File: config.mk
export PLATFORM = sky130hd
export DESIGN_NAME = audio_fade_envelope_unit
export DESIGN_NICKNAME = d
export VERILOG_FILES = /design/src/afe_pkg.sv /design/src/afe_front.sv /design/src/afe_queue.sv /design/src/afe_back.sv /design/src/audio_fade_envelope_unit.sv
export SDC_FILE = /design/constraint.sdc
export NUM_CORES = 1
export LEC_CHECK = 0
export BUFFER_PORTS_ARGS = -buffer_cell sky130_fd_sc_hd__buf_2
export CAP_MARGIN = 10
export CORE_AREA = 2 2 203 205
export CTS_CLUSTER_SIZE = 8
export DETAILED_ROUTE_END_ITERATION = 8
export DIE_AREA = 0 0 205 207
export HOLD_SLACK_MARGIN = 0.1
export PLACE_DENSITY = 0.75
export SLEW_MARGIN = 20
export SYNTH_ARGS = -nofsm -noshare
export SYNTH_HDL_FRONTEND = slang
export SYNTH_HIERARCHICAL = 1
export SYNTH_SLANG_ARGS = --single-unit
File: constraint.sdc
create_clock -name aclk -period 9.5 [get_ports aclk]
set_input_delay 1.9 -clock aclk [delete_from_list [all_inputs] [get_ports aclk]]
set_output_delay 1.9 -clock aclk [all_outputs]
set_load 0.005 [all_outputs]
File: src/afe_pkg.sv
package afe_pkg;

    localparam int CFG_W = 13;
    localparam int MAX_BUFFER_SAMPLES_DEF = 4096;
    localparam int SAMPLE_BITS_DEF = 16;
    localparam int APB_ADDR_W = 4;
    localparam int APB_DATA_W = 32;
    localparam int QDEPTH = 2;
    localparam int QPTR_W = 1;
    localparam int QCNT_W = 2;

    localparam logic [CFG_W-1:0] BUF_SIZE_RESET = 13'd4096;

    typedef enum logic [1:0] {
        REG_FADE_MODE   = 2'd0,
        REG_BUFFER_SIZE = 2'd1,
        REG_FADE_OFFSET = 2'd2,
        REG_RAMP_LEN    = 2'd3
    } reg_idx_t;

    typedef enum logic [1:0] {
        K_PASS  = 2'd0,
        K_ZERO  = 2'd1,
        K_SCALE = 2'd2
    } kind_t;

    typedef struct packed {
        logic             fade_mode;
        logic [CFG_W-1:0] buffer_size;
        logic [CFG_W-1:0] fade_offset;
        logic [CFG_W-1:0] ramp_len;
    } cfg_t;

    typedef struct packed {
        kind_t            kind;
        logic [CFG_W-1:0] mult;
        logic [CFG_W-1:0] total;
        logic             block_end;
    } ctrl_t;

endpackage

File: src/afe_front.sv
module afe_front #(
    parameter int MAX_BUFFER_SAMPLES = afe_pkg::MAX_BUFFER_SAMPLES_DEF,
    parameter int SAMPLE_BITS = afe_pkg::SAMPLE_BITS_DEF
) (
    input  logic                          aclk,
    input  logic                          aresetn,
    input  afe_pkg::cfg_t                 cfg,
    input  logic                          s_valid,
    output logic                          s_ready,
    input  logic signed [SAMPLE_BITS-1:0] s_sample_in,
    input  logic                          q_full,
    output logic                          push,
    output logic signed [SAMPLE_BITS-1:0] push_sample,
    output afe_pkg::ctrl_t                push_ctrl
);

    localparam int CW = afe_pkg::CFG_W;
    localparam int IDX_W = $clog2(MAX_BUFFER_SAMPLES);
    localparam logic [CW-1:0] N_MAX = CW'(MAX_BUFFER_SAMPLES);

    logic [IDX_W-1:0] index_reg, index_next;
    logic [IDX_W-1:0] idx;
    logic [CW-1:0]    n, off, total, i13;
    logic [CW:0]      sum;
    logic             last;

    assign s_ready = !q_full;
    assign push = s_valid && s_ready;
    assign push_sample = s_sample_in;

    always_comb begin
        if (cfg.buffer_size == '0) begin
            n = CW'(1);
        end else if (32'(cfg.buffer_size) > 32'(MAX_BUFFER_SAMPLES)) begin
            n = N_MAX;
        end else begin
            n = cfg.buffer_size;
        end

        idx = (32'(index_reg) >= 32'(n)) ? '0 : index_reg;
        i13 = CW'(idx);

        off = (cfg.fade_offset < n) ? cfg.fade_offset : n;
        sum = {1'b0, off} + {1'b0, cfg.ramp_len};
        if (sum > {1'b0, n}) begin
            off = '0;
            total = n;
        end else begin
            total = sum[CW-1:0];
        end

        push_ctrl.total = total;
        if (!cfg.fade_mode) begin
            push_ctrl.mult = i13;
            if (i13 < off) begin
                push_ctrl.kind = afe_pkg::K_ZERO;
            end else if (i13 < total) begin
                push_ctrl.kind = afe_pkg::K_SCALE;
            end else begin
                push_ctrl.kind = afe_pkg::K_PASS;
            end
        end else begin
            push_ctrl.mult = total - i13;
            if (i13 >= total) begin
                push_ctrl.kind = afe_pkg::K_ZERO;
            end else if (i13 >= off) begin
                push_ctrl.kind = afe_pkg::K_SCALE;
            end else begin
                push_ctrl.kind = afe_pkg::K_PASS;
            end
        end

        last = ((i13 + CW'(1)) == n);
        push_ctrl.block_end = last;
        index_next = last ? '0 : idx + IDX_W'(1);
    end

    always_ff @(posedge aclk) begin
        if (!aresetn) begin
            index_reg <= '0;
        end else if (push) begin
            index_reg <= index_next;
        end
    end

endmodule

File: src/afe_queue.sv
module afe_queue #(
    parameter int SAMPLE_BITS = afe_pkg::SAMPLE_BITS_DEF
) (
    input  logic                          aclk,
    input  logic                          aresetn,
    input  logic                          push,
    input  logic signed [SAMPLE_BITS-1:0] push_sample,
    input  afe_pkg::ctrl_t                push_ctrl,
    output logic                          full,
    input  logic                          pop,
    output logic                          q_valid,
    output logic signed [SAMPLE_BITS-1:0] q_sample,
    output afe_pkg::ctrl_t                q_ctrl
);

    logic signed [SAMPLE_BITS-1:0]   smp_reg  [afe_pkg::QDEPTH];
    afe_pkg::ctrl_t                  ctrl_reg [afe_pkg::QDEPTH];
    logic [afe_pkg::QPTR_W-1:0]      wr_ptr_reg, rd_ptr_reg;
    logic [afe_pkg::QCNT_W-1:0]      count_reg;

    assign full = (32'(count_reg) == afe_pkg::QDEPTH);
    assign q_valid = (count_reg != '0);
    assign q_sample = smp_reg[rd_ptr_reg];
    assign q_ctrl = ctrl_reg[rd_ptr_reg];

    always_ff @(posedge aclk) begin
        if (push) begin
            smp_reg[wr_ptr_reg] <= push_sample;
            ctrl_reg[wr_ptr_reg] <= push_ctrl;
        end
    end

    always_ff @(posedge aclk) begin
        if (!aresetn) begin
            wr_ptr_reg <= '0;
            rd_ptr_reg <= '0;
            count_reg <= '0;
        end else begin
            if (push) begin
                wr_ptr_reg <= wr_ptr_reg + 1'b1;
            end
            if (pop) begin
                rd_ptr_reg <= rd_ptr_reg + 1'b1;
            end
            if (push && !pop) begin
                count_reg <= count_reg + 1'b1;
            end else if (pop && !push) begin
                count_reg <= count_reg - 1'b1;
            end
        end
    end

endmodule

File: src/afe_back.sv
module afe_back #(
    parameter int SAMPLE_BITS = afe_pkg::SAMPLE_BITS_DEF
) (
    input  logic                          aclk,
    input  logic                          aresetn,
    input  logic                          q_valid,
    input  logic signed [SAMPLE_BITS-1:0] q_sample,
    input  afe_pkg::ctrl_t                q_ctrl,
    output logic                          pop,
    output logic                          m_valid,
    input  logic                          m_ready,
    output logic signed [SAMPLE_BITS-1:0] m_sample_out,
    output logic                          m_block_end
);

    localparam int CW = afe_pkg::CFG_W;
    localparam int PW = SAMPLE_BITS + CW;
    localparam int CNT_W = $clog2(PW + 1);

    typedef enum logic [1:0] {
        ST_IDLE,
        ST_MUL,
        ST_DIV,
        ST_FIN
    } state_t;

    state_t                  state_reg, state_next;
    logic                    neg_reg, neg_next;
    logic [SAMPLE_BITS-1:0]  mag_reg, mag_next;
    logic [CW-1:0]           mult_reg, mult_next;
    logic [CW-1:0]           total_reg, total_next;
    logic                    be_reg, be_next;
    logic [PW-1:0]           quo_reg, quo_next;
    logic [CW-1:0]           rem_reg, rem_next;
    logic [CNT_W-1:0]        cnt_reg, cnt_next;
    logic [SAMPLE_BITS-1:0]  res_reg, res_next;
    logic                    m_valid_reg, m_valid_next;
    logic [SAMPLE_BITS-1:0]  m_sample_reg, m_sample_next;
    logic                    m_be_reg, m_be_next;
    logic [CW:0]             shifted;
    logic [CW:0]             diff;
    logic [SAMPLE_BITS-1:0]  quo_low;
    logic                    out_free;

    assign m_valid = m_valid_reg;
    assign m_sample_out = $signed(m_sample_reg);
    assign m_block_end = m_be_reg;
    assign out_free = !m_valid_reg || m_ready;

    always_comb begin
        state_next = state_reg;
        neg_next = neg_reg;
        mag_next = mag_reg;
        mult_next = mult_reg;
        total_next = total_reg;
        be_next = be_reg;
        quo_next = quo_reg;
        rem_next = rem_reg;
        cnt_next = cnt_reg;
        res_next = res_reg;
        m_valid_next = m_valid_reg;
        m_sample_next = m_sample_reg;
        m_be_next = m_be_reg;
        pop = 1'b0;

        shifted = {rem_reg, quo_reg[PW-1]};
        diff = shifted - {1'b0, total_reg};
        quo_low = quo_reg[SAMPLE_BITS-1:0];

        if (m_valid_reg && m_ready) begin
            m_valid_next = 1'b0;
        end

        case (state_reg)
            ST_IDLE: begin
                if (q_valid) begin
                    pop = 1'b1;
                    be_next = q_ctrl.block_end;
                    neg_next = q_sample[SAMPLE_BITS-1];
                    mag_next = q_sample[SAMPLE_BITS-1] ? (~q_sample + 1'b1) : q_sample;
                    mult_next = q_ctrl.mult;
                    total_next = q_ctrl.total;
                    case (q_ctrl.kind)
                        afe_pkg::K_ZERO: begin
                            res_next = '0;
                            state_next = ST_FIN;
                        end
                        afe_pkg::K_SCALE: begin
                            state_next = ST_MUL;
                        end
                        afe_pkg::K_PASS: begin
                            res_next = q_sample;
                            state_next = ST_FIN;
                        end
                        default: begin
                            res_next = q_sample;
                            state_next = ST_FIN;
                        end
                    endcase
                end
            end
            ST_MUL: begin
                quo_next = PW'(mag_reg) * PW'(mult_reg);
                rem_next = '0;
                cnt_next = CNT_W'(PW);
                state_next = ST_DIV;
            end
            ST_DIV: begin
                if (cnt_reg == '0) begin
                    res_next = neg_reg ? (~quo_low + 1'b1) : quo_low;
                    state_next = ST_FIN;
                end else begin
                    cnt_next = cnt_reg - 1'b1;
                    if (shifted >= {1'b0, total_reg}) begin
                        rem_next = diff[CW-1:0];
                        quo_next = {quo_reg[PW-2:0], 1'b1};
                    end else begin
                        rem_next = shifted[CW-1:0];
                        quo_next = {quo_reg[PW-2:0], 1'b0};
                    end
                end
            end
            ST_FIN: begin
                if (out_free) begin
                    m_valid_next = 1'b1;
                    m_sample_next = res_reg;
                    m_be_next = be_reg;
                    state_next = ST_IDLE;
                end
            end
            default: begin
                state_next = ST_IDLE;
            end
        endcase
    end

    always_ff @(posedge aclk) begin
        if (!aresetn) begin
            state_reg <= ST_IDLE;
            m_valid_reg <= 1'b0;
        end else begin
            state_reg <= state_next;
            m_valid_reg <= m_valid_next;
        end
        neg_reg <= neg_next;
        mag_reg <= mag_next;
        mult_reg <= mult_next;
        total_reg <= total_next;
        be_reg <= be_next;
        quo_reg <= quo_next;
        rem_reg <= rem_next;
        cnt_reg <= cnt_next;
        res_reg <= res_next;
        m_sample_reg <= m_sample_next;
        m_be_reg <= m_be_next;
    end

`ifndef SYNTHESIS
    a_div_nonzero: assert property (@(posedge aclk) disable iff (!aresetn)
        (state_reg == ST_DIV) |-> (total_reg != '0))
        else $error("divide with zero total");

    a_div_count: assert property (@(posedge aclk) disable iff (!aresetn)
        (state_reg == ST_MUL) |=> (state_reg == ST_DIV) && (32'(cnt_reg) == PW))
        else $error("divider not started with full count");

    a_fin_hold: assert property (@(posedge aclk) disable iff (!aresetn)
        (state_reg == ST_FIN && m_valid_reg && !m_ready) |=>
            (state_reg == ST_FIN) && m_valid_reg)
        else $error("result lost while output stalled");

    a_pop_idle: assert property (@(posedge aclk) disable iff (!aresetn)
        (state_reg == ST_IDLE && q_valid) |=> (state_reg != ST_IDLE))
        else $error("queued item not taken");
`endif

endmodule

File: src/audio_fade_envelope_unit.sv
// channel   | handshake        | payload
// ----------+------------------+------------------------------------------
// input     | s_valid/s_ready  | s_sample_in
// result    | m_valid/m_ready  | m_sample_out, m_block_end
// config    | apb psel/penable | paddr, pwdata, prdata (pready tied high)
//
// zeroed or passed samples skip the multiply and divide steps in the back end, scaled
// samples pass through the multiply step and the one-bit-a-cycle divider
// a two-item queue lets the front accept while the divider works
// the output register holds a result while the next item is computed
// aresetn is synchronous, active low; clears the index, queue and valid flags and resets the config registers

module audio_fade_envelope_unit #(
    parameter int MAX_BUFFER_SAMPLES = afe_pkg::MAX_BUFFER_SAMPLES_DEF,
    parameter int SAMPLE_BITS = afe_pkg::SAMPLE_BITS_DEF
) (
    input  logic                                aclk,
    input  logic                                aresetn,
    input  logic                                psel,
    input  logic                                penable,
    input  logic                                pwrite,
    input  logic [afe_pkg::APB_ADDR_W-1:0]      paddr,
    input  logic [afe_pkg::APB_DATA_W-1:0]      pwdata,
    output logic [afe_pkg::APB_DATA_W-1:0]      prdata,
    output logic                                pready,
    input  logic                                s_valid,
    output logic                                s_ready,
    input  logic signed [SAMPLE_BITS-1:0]       s_sample_in,
    output logic                                m_valid,
    input  logic                                m_ready,
    output logic signed [SAMPLE_BITS-1:0]       m_sample_out,
    output logic                                m_block_end
);

    localparam int CW = afe_pkg::CFG_W;
    localparam int DW = afe_pkg::APB_DATA_W;

    logic                          fade_mode_reg;
    logic [CW-1:0]                 buffer_size_reg;
    logic [CW-1:0]                 fade_offset_reg;
    logic [CW-1:0]                 ramp_len_reg;
    afe_pkg::cfg_t                 cfg;
    afe_pkg::reg_idx_t             reg_idx;
    logic                          wr_en;
    logic                          q_full, push, pop, q_valid;
    logic signed [SAMPLE_BITS-1:0] push_sample, q_sample;
    afe_pkg::ctrl_t                push_ctrl, q_ctrl;

    assign pready = 1'b1;
    assign reg_idx = afe_pkg::reg_idx_t'(paddr[3:2]);
    assign wr_en = psel && penable && pwrite && pready;

    assign cfg.fade_mode = fade_mode_reg;
    assign cfg.buffer_size = buffer_size_reg;
    assign cfg.fade_offset = fade_offset_reg;
    assign cfg.ramp_len = ramp_len_reg;

    always_ff @(posedge aclk) begin
        if (!aresetn) begin
            fade_mode_reg <= 1'b0;
            buffer_size_reg <= afe_pkg::BUF_SIZE_RESET;
            fade_offset_reg <= '0;
            ramp_len_reg <= '0;
        end else if (wr_en) begin
            case (reg_idx)
                afe_pkg::REG_FADE_MODE:   fade_mode_reg <= pwdata[0];
                afe_pkg::REG_BUFFER_SIZE: buffer_size_reg <= pwdata[CW-1:0];
                afe_pkg::REG_FADE_OFFSET: fade_offset_reg <= pwdata[CW-1:0];
                afe_pkg::REG_RAMP_LEN:    ramp_len_reg <= pwdata[CW-1:0];
                default: begin
                end
            endcase
        end
    end

    always_comb begin
        case (reg_idx)
            afe_pkg::REG_FADE_MODE:   prdata = DW'(fade_mode_reg);
            afe_pkg::REG_BUFFER_SIZE: prdata = DW'(buffer_size_reg);
            afe_pkg::REG_FADE_OFFSET: prdata = DW'(fade_offset_reg);
            afe_pkg::REG_RAMP_LEN:    prdata = DW'(ramp_len_reg);
            default:                  prdata = '0;
        endcase
    end

    afe_front #(
        .MAX_BUFFER_SAMPLES(MAX_BUFFER_SAMPLES),
        .SAMPLE_BITS(SAMPLE_BITS)
    ) u_front (
        .aclk(aclk),
        .aresetn(aresetn),
        .cfg(cfg),
        .s_valid(s_valid),
        .s_ready(s_ready),
        .s_sample_in(s_sample_in),
        .q_full(q_full),
        .push(push),
        .push_sample(push_sample),
        .push_ctrl(push_ctrl)
    );

    afe_queue #(
        .SAMPLE_BITS(SAMPLE_BITS)
    ) u_queue (
        .aclk(aclk),
        .aresetn(aresetn),
        .push(push),
        .push_sample(push_sample),
        .push_ctrl(push_ctrl),
        .full(q_full),
        .pop(pop),
        .q_valid(q_valid),
        .q_sample(q_sample),
        .q_ctrl(q_ctrl)
    );

    afe_back #(
        .SAMPLE_BITS(SAMPLE_BITS)
    ) u_back (
        .aclk(aclk),
        .aresetn(aresetn),
        .q_valid(q_valid),
        .q_sample(q_sample),
        .q_ctrl(q_ctrl),
        .pop(pop),
        .m_valid(m_valid),
        .m_ready(m_ready),
        .m_sample_out(m_sample_out),
        .m_block_end(m_block_end)
    );

endmodule

==> impl_metrics.tcl <==
set metrics [dict create \
    largest_reg_flops 58 \
    yosys-top-cells-area "edfxtp_1, fa_1, ha_1, dfxtp_1, nand2_1" \
    fin_crit_ns 8.73 \
    avgRoutedWirePerCell_microns 18.7 \
    reg2reg_depth 35 \
    cp-start-kind "flip-flop" \
    grt_pass1_wl_microns 88500 \
    cts_buffer_depth 3 \
    cts.sink_count 274 \
    rsz0062_at_grt "false" \
    postCtsSetupRepairBufs 0 \
    numCtsBuffers 40 \
    final_cells 2878 \
    drive_above_1_share 0.117 \
    dp_cells 2822 \
    track_usage 0.261 \
    async_flop_share 0 \
    die_y_microns 207 \
    critPathMaxFanout 14 \
    crit_type "flip-flop to flip-flop" \
    cts_resized 0 \
    place_ws_ns 0.839 \
    clock_latency_ns 0.57 \
    worst_r2r_endpoint "u_queue/ctrl_reg[0][19]$_DFFE_PP_" \
    syn_inst 2312 \
    cts_root_buf "clkbuf_16" \
    synth-seq-area-share 0.331 \
    drt_pass1_iterations 5 \
    synth_top_area_share 0.279 \
    setup_tns_ns 0 \
    grt_max_degree 67 \
    gr-total-overflow 0 \
    h-tree-depth 2 \
    rows 74 \
    first_global_vias 17400 \
    slew_headroom 0.407 \
    crit_arrival_ns 9.06 \
    io_pins 111 \
    ctsHoldBuffers 0 \
    drt.antenna.violating_nets 0 \
    r2r-start "buffer_size_reg[12]$_SDFFE_PN1P_" \
    cp_slowest_cell "nor2b_1" \
    crit_top_cell "a21oi_1" \
    vias_per_cell 5.79 \
    endpoint "u_queue/ctrl_reg[0][19]$_DFFE_PP_" \
    synth_area_sq_um 23000 \
    synthDistinctLibCells 104 \
    cts_tree "done" \
    synth_edf_count 214 \
    path_delay_family "compound AO/OA/AOI/OAI gates" \
    ys.flop_type "edfxtp_1" \
    yosys.area.top_type "edfxtp_1" \
    fin_ws_ns 0.766 \
    yosys-top-cells-count "nand2_1, inv_1, edfxtp_1" \
    drtIter0Drc 1108 \
    hold_violations 0 \
    core-area_sq_um 40400 \
    yosysMostFrequentCell "nand2_1" \
    hold_class "flip-flop to flip-flop" \
    max_freq_mhz 114 \
    initial_utilization 0.570 \
    tightest_slew_ns 0.887 \
    antenna_found_initial 1 \
    crit_required_ns 9.82 \
    vias 16700 \
    routed_wirelength_microns 53700 \
    path_clk_slew_ns 0.05 \
    worst-path-buf-inv 2 \
    dpl.hpwl_microns 40500 \
    fin_crit_sh 0.919 \
    ys_warn_count 6 \
    area_delta_synth_final_pct 7.26 \
    finalMaxSlewViolations 0 \
    dieArea_sq_um 42400 \
    setup_viol 0 \
    crit_path_max_incr_delay_ns 0.50 \
    end_kind "flip-flop" \
    avgSynthCellArea_sq_um 9.95 \
    max_cap_viol_count 0 \
    rrSetupSlack_ns 0.77 \
    die_w_microns 205 \
    gp_congestion 0.932 \
    clock_skew_ns 0.0355 \
    io_buffers 69 \
    nNetsFinal 2722 \
    status "completed" \
    n_antenna_cell 0 \
    crit_path_start "buffer_size_reg[12]$_SDFFE_PN1P_" \
    drc 0 \
    yosys_register_bits 274 \
    cp.depth 35 \
]
layout by cell type, fill, tap and decap left out, drive strengths merged, types with 7 or more instances in the layout:
master and instances:
nor2 51, and2 110, fa 157, o21a 19, o21ai 114, mux2 86
xnor2 49, inv 296, o22ai 7, a21oi 79, dfxtp 60, nor3 24
o31ai 17, a21o 24, edfxtp 214, nor2b 28, conb 20, ha 174
nor4 10, a22o 13, o211ai 12, or3 18, and3 16, a211o 8
mux2i 57, nand4 21, a31oi 8, xor2 34, nand2 310, nand2b 18
clkbuf 53, a211oi 11, nand3 41, buf 91
worst register-to-register path, delay by kind of cell, from the launching register on:
family	cells	cell delay, ns
AO/OA/AOI/OAI	20	3.89
XOR/XNOR	1	0.17
adder cells (fa/ha/maj)	4	1.33
buffers and inverters	2	0.48
flip-flops	1	0.47
multiplexers	1	0.43
AND/OR/NAND/NOR	7	1.73
per-stage QoR:
stage | hold slack, ns | util | cell area [sq um]
5_1_grt | 0.425 | 0.611 | 24700
4_1_cts | 0.419 | 0.611 | 24700
3_3_place_gp | 0.405 | 0.583 | 23500
2_1_floorplan | 0.400 | - | 23100
6_report | 0.418 | 0.611 | 24700
3_5_place_dp | 0.408 | 0.583 | 23500
kinds of logic after synthesis:
family,count (synthesis),synth area share
flip-flops,274,0.331
multiplexers,144,0.0679
adder cells (fa/ha/maj),331,0.231
other,2,0.000326
buffers and inverters,427,0.0804
AND/OR/NAND/NOR,678,0.148
XOR/XNOR,84,0.0326
AO/OA/AOI/OAI,372,0.108
routing by layer:
layer  track usage  vias up  wire length (microns)
met4         0.110        2                   2110
met1         0.327     8177                  22400
li1              -     7863                      -
met5             0        -                     13
met3        0.0381      135                   2540
met2         0.448      500                  26600
worst min-delay path by stage:
stage,from,to,slack (ns),cells after the start
floorplan,u_back/be_reg$_DFFE_PP_,u_back/m_block_end$_DFFE_PP_,0.40,0
global placement,u_back/res_reg[15]$_DFFE_PP_,u_back/m_sample_out[15]$_DFFE_PP_,0.40,0
detailed placement,u_back/res_reg[1]$_DFFE_PP_,u_back/m_sample_out[1]$_DFFE_PP_,0.41,0
CTS,u_back/res_reg[1]$_DFFE_PP_,u_back/m_sample_out[1]$_DFFE_PP_,0.42,0
global route,u_back/res_reg[1]$_DFFE_PP_,u_back/m_sample_out[1]$_DFFE_PP_,0.43,0
finish,u_back/res_reg[1]$_DFFE_PP_,u_back/m_sample_out[1]$_DFFE_PP_,0.42,0
final cells by class:
cell class	count	area [sq um]
clock buffers	53	1060
clock inverters	3	80.1
fillers	3335	15700
inverters	296	1110
multi-input cells	1629	13600
flip-flops and latches	274	7630
well taps	532	666
repair buffers	91	510
Power is not shown: default switching activity piles up to over one toggle a cycle in this logic, so the estimate is an artifact.
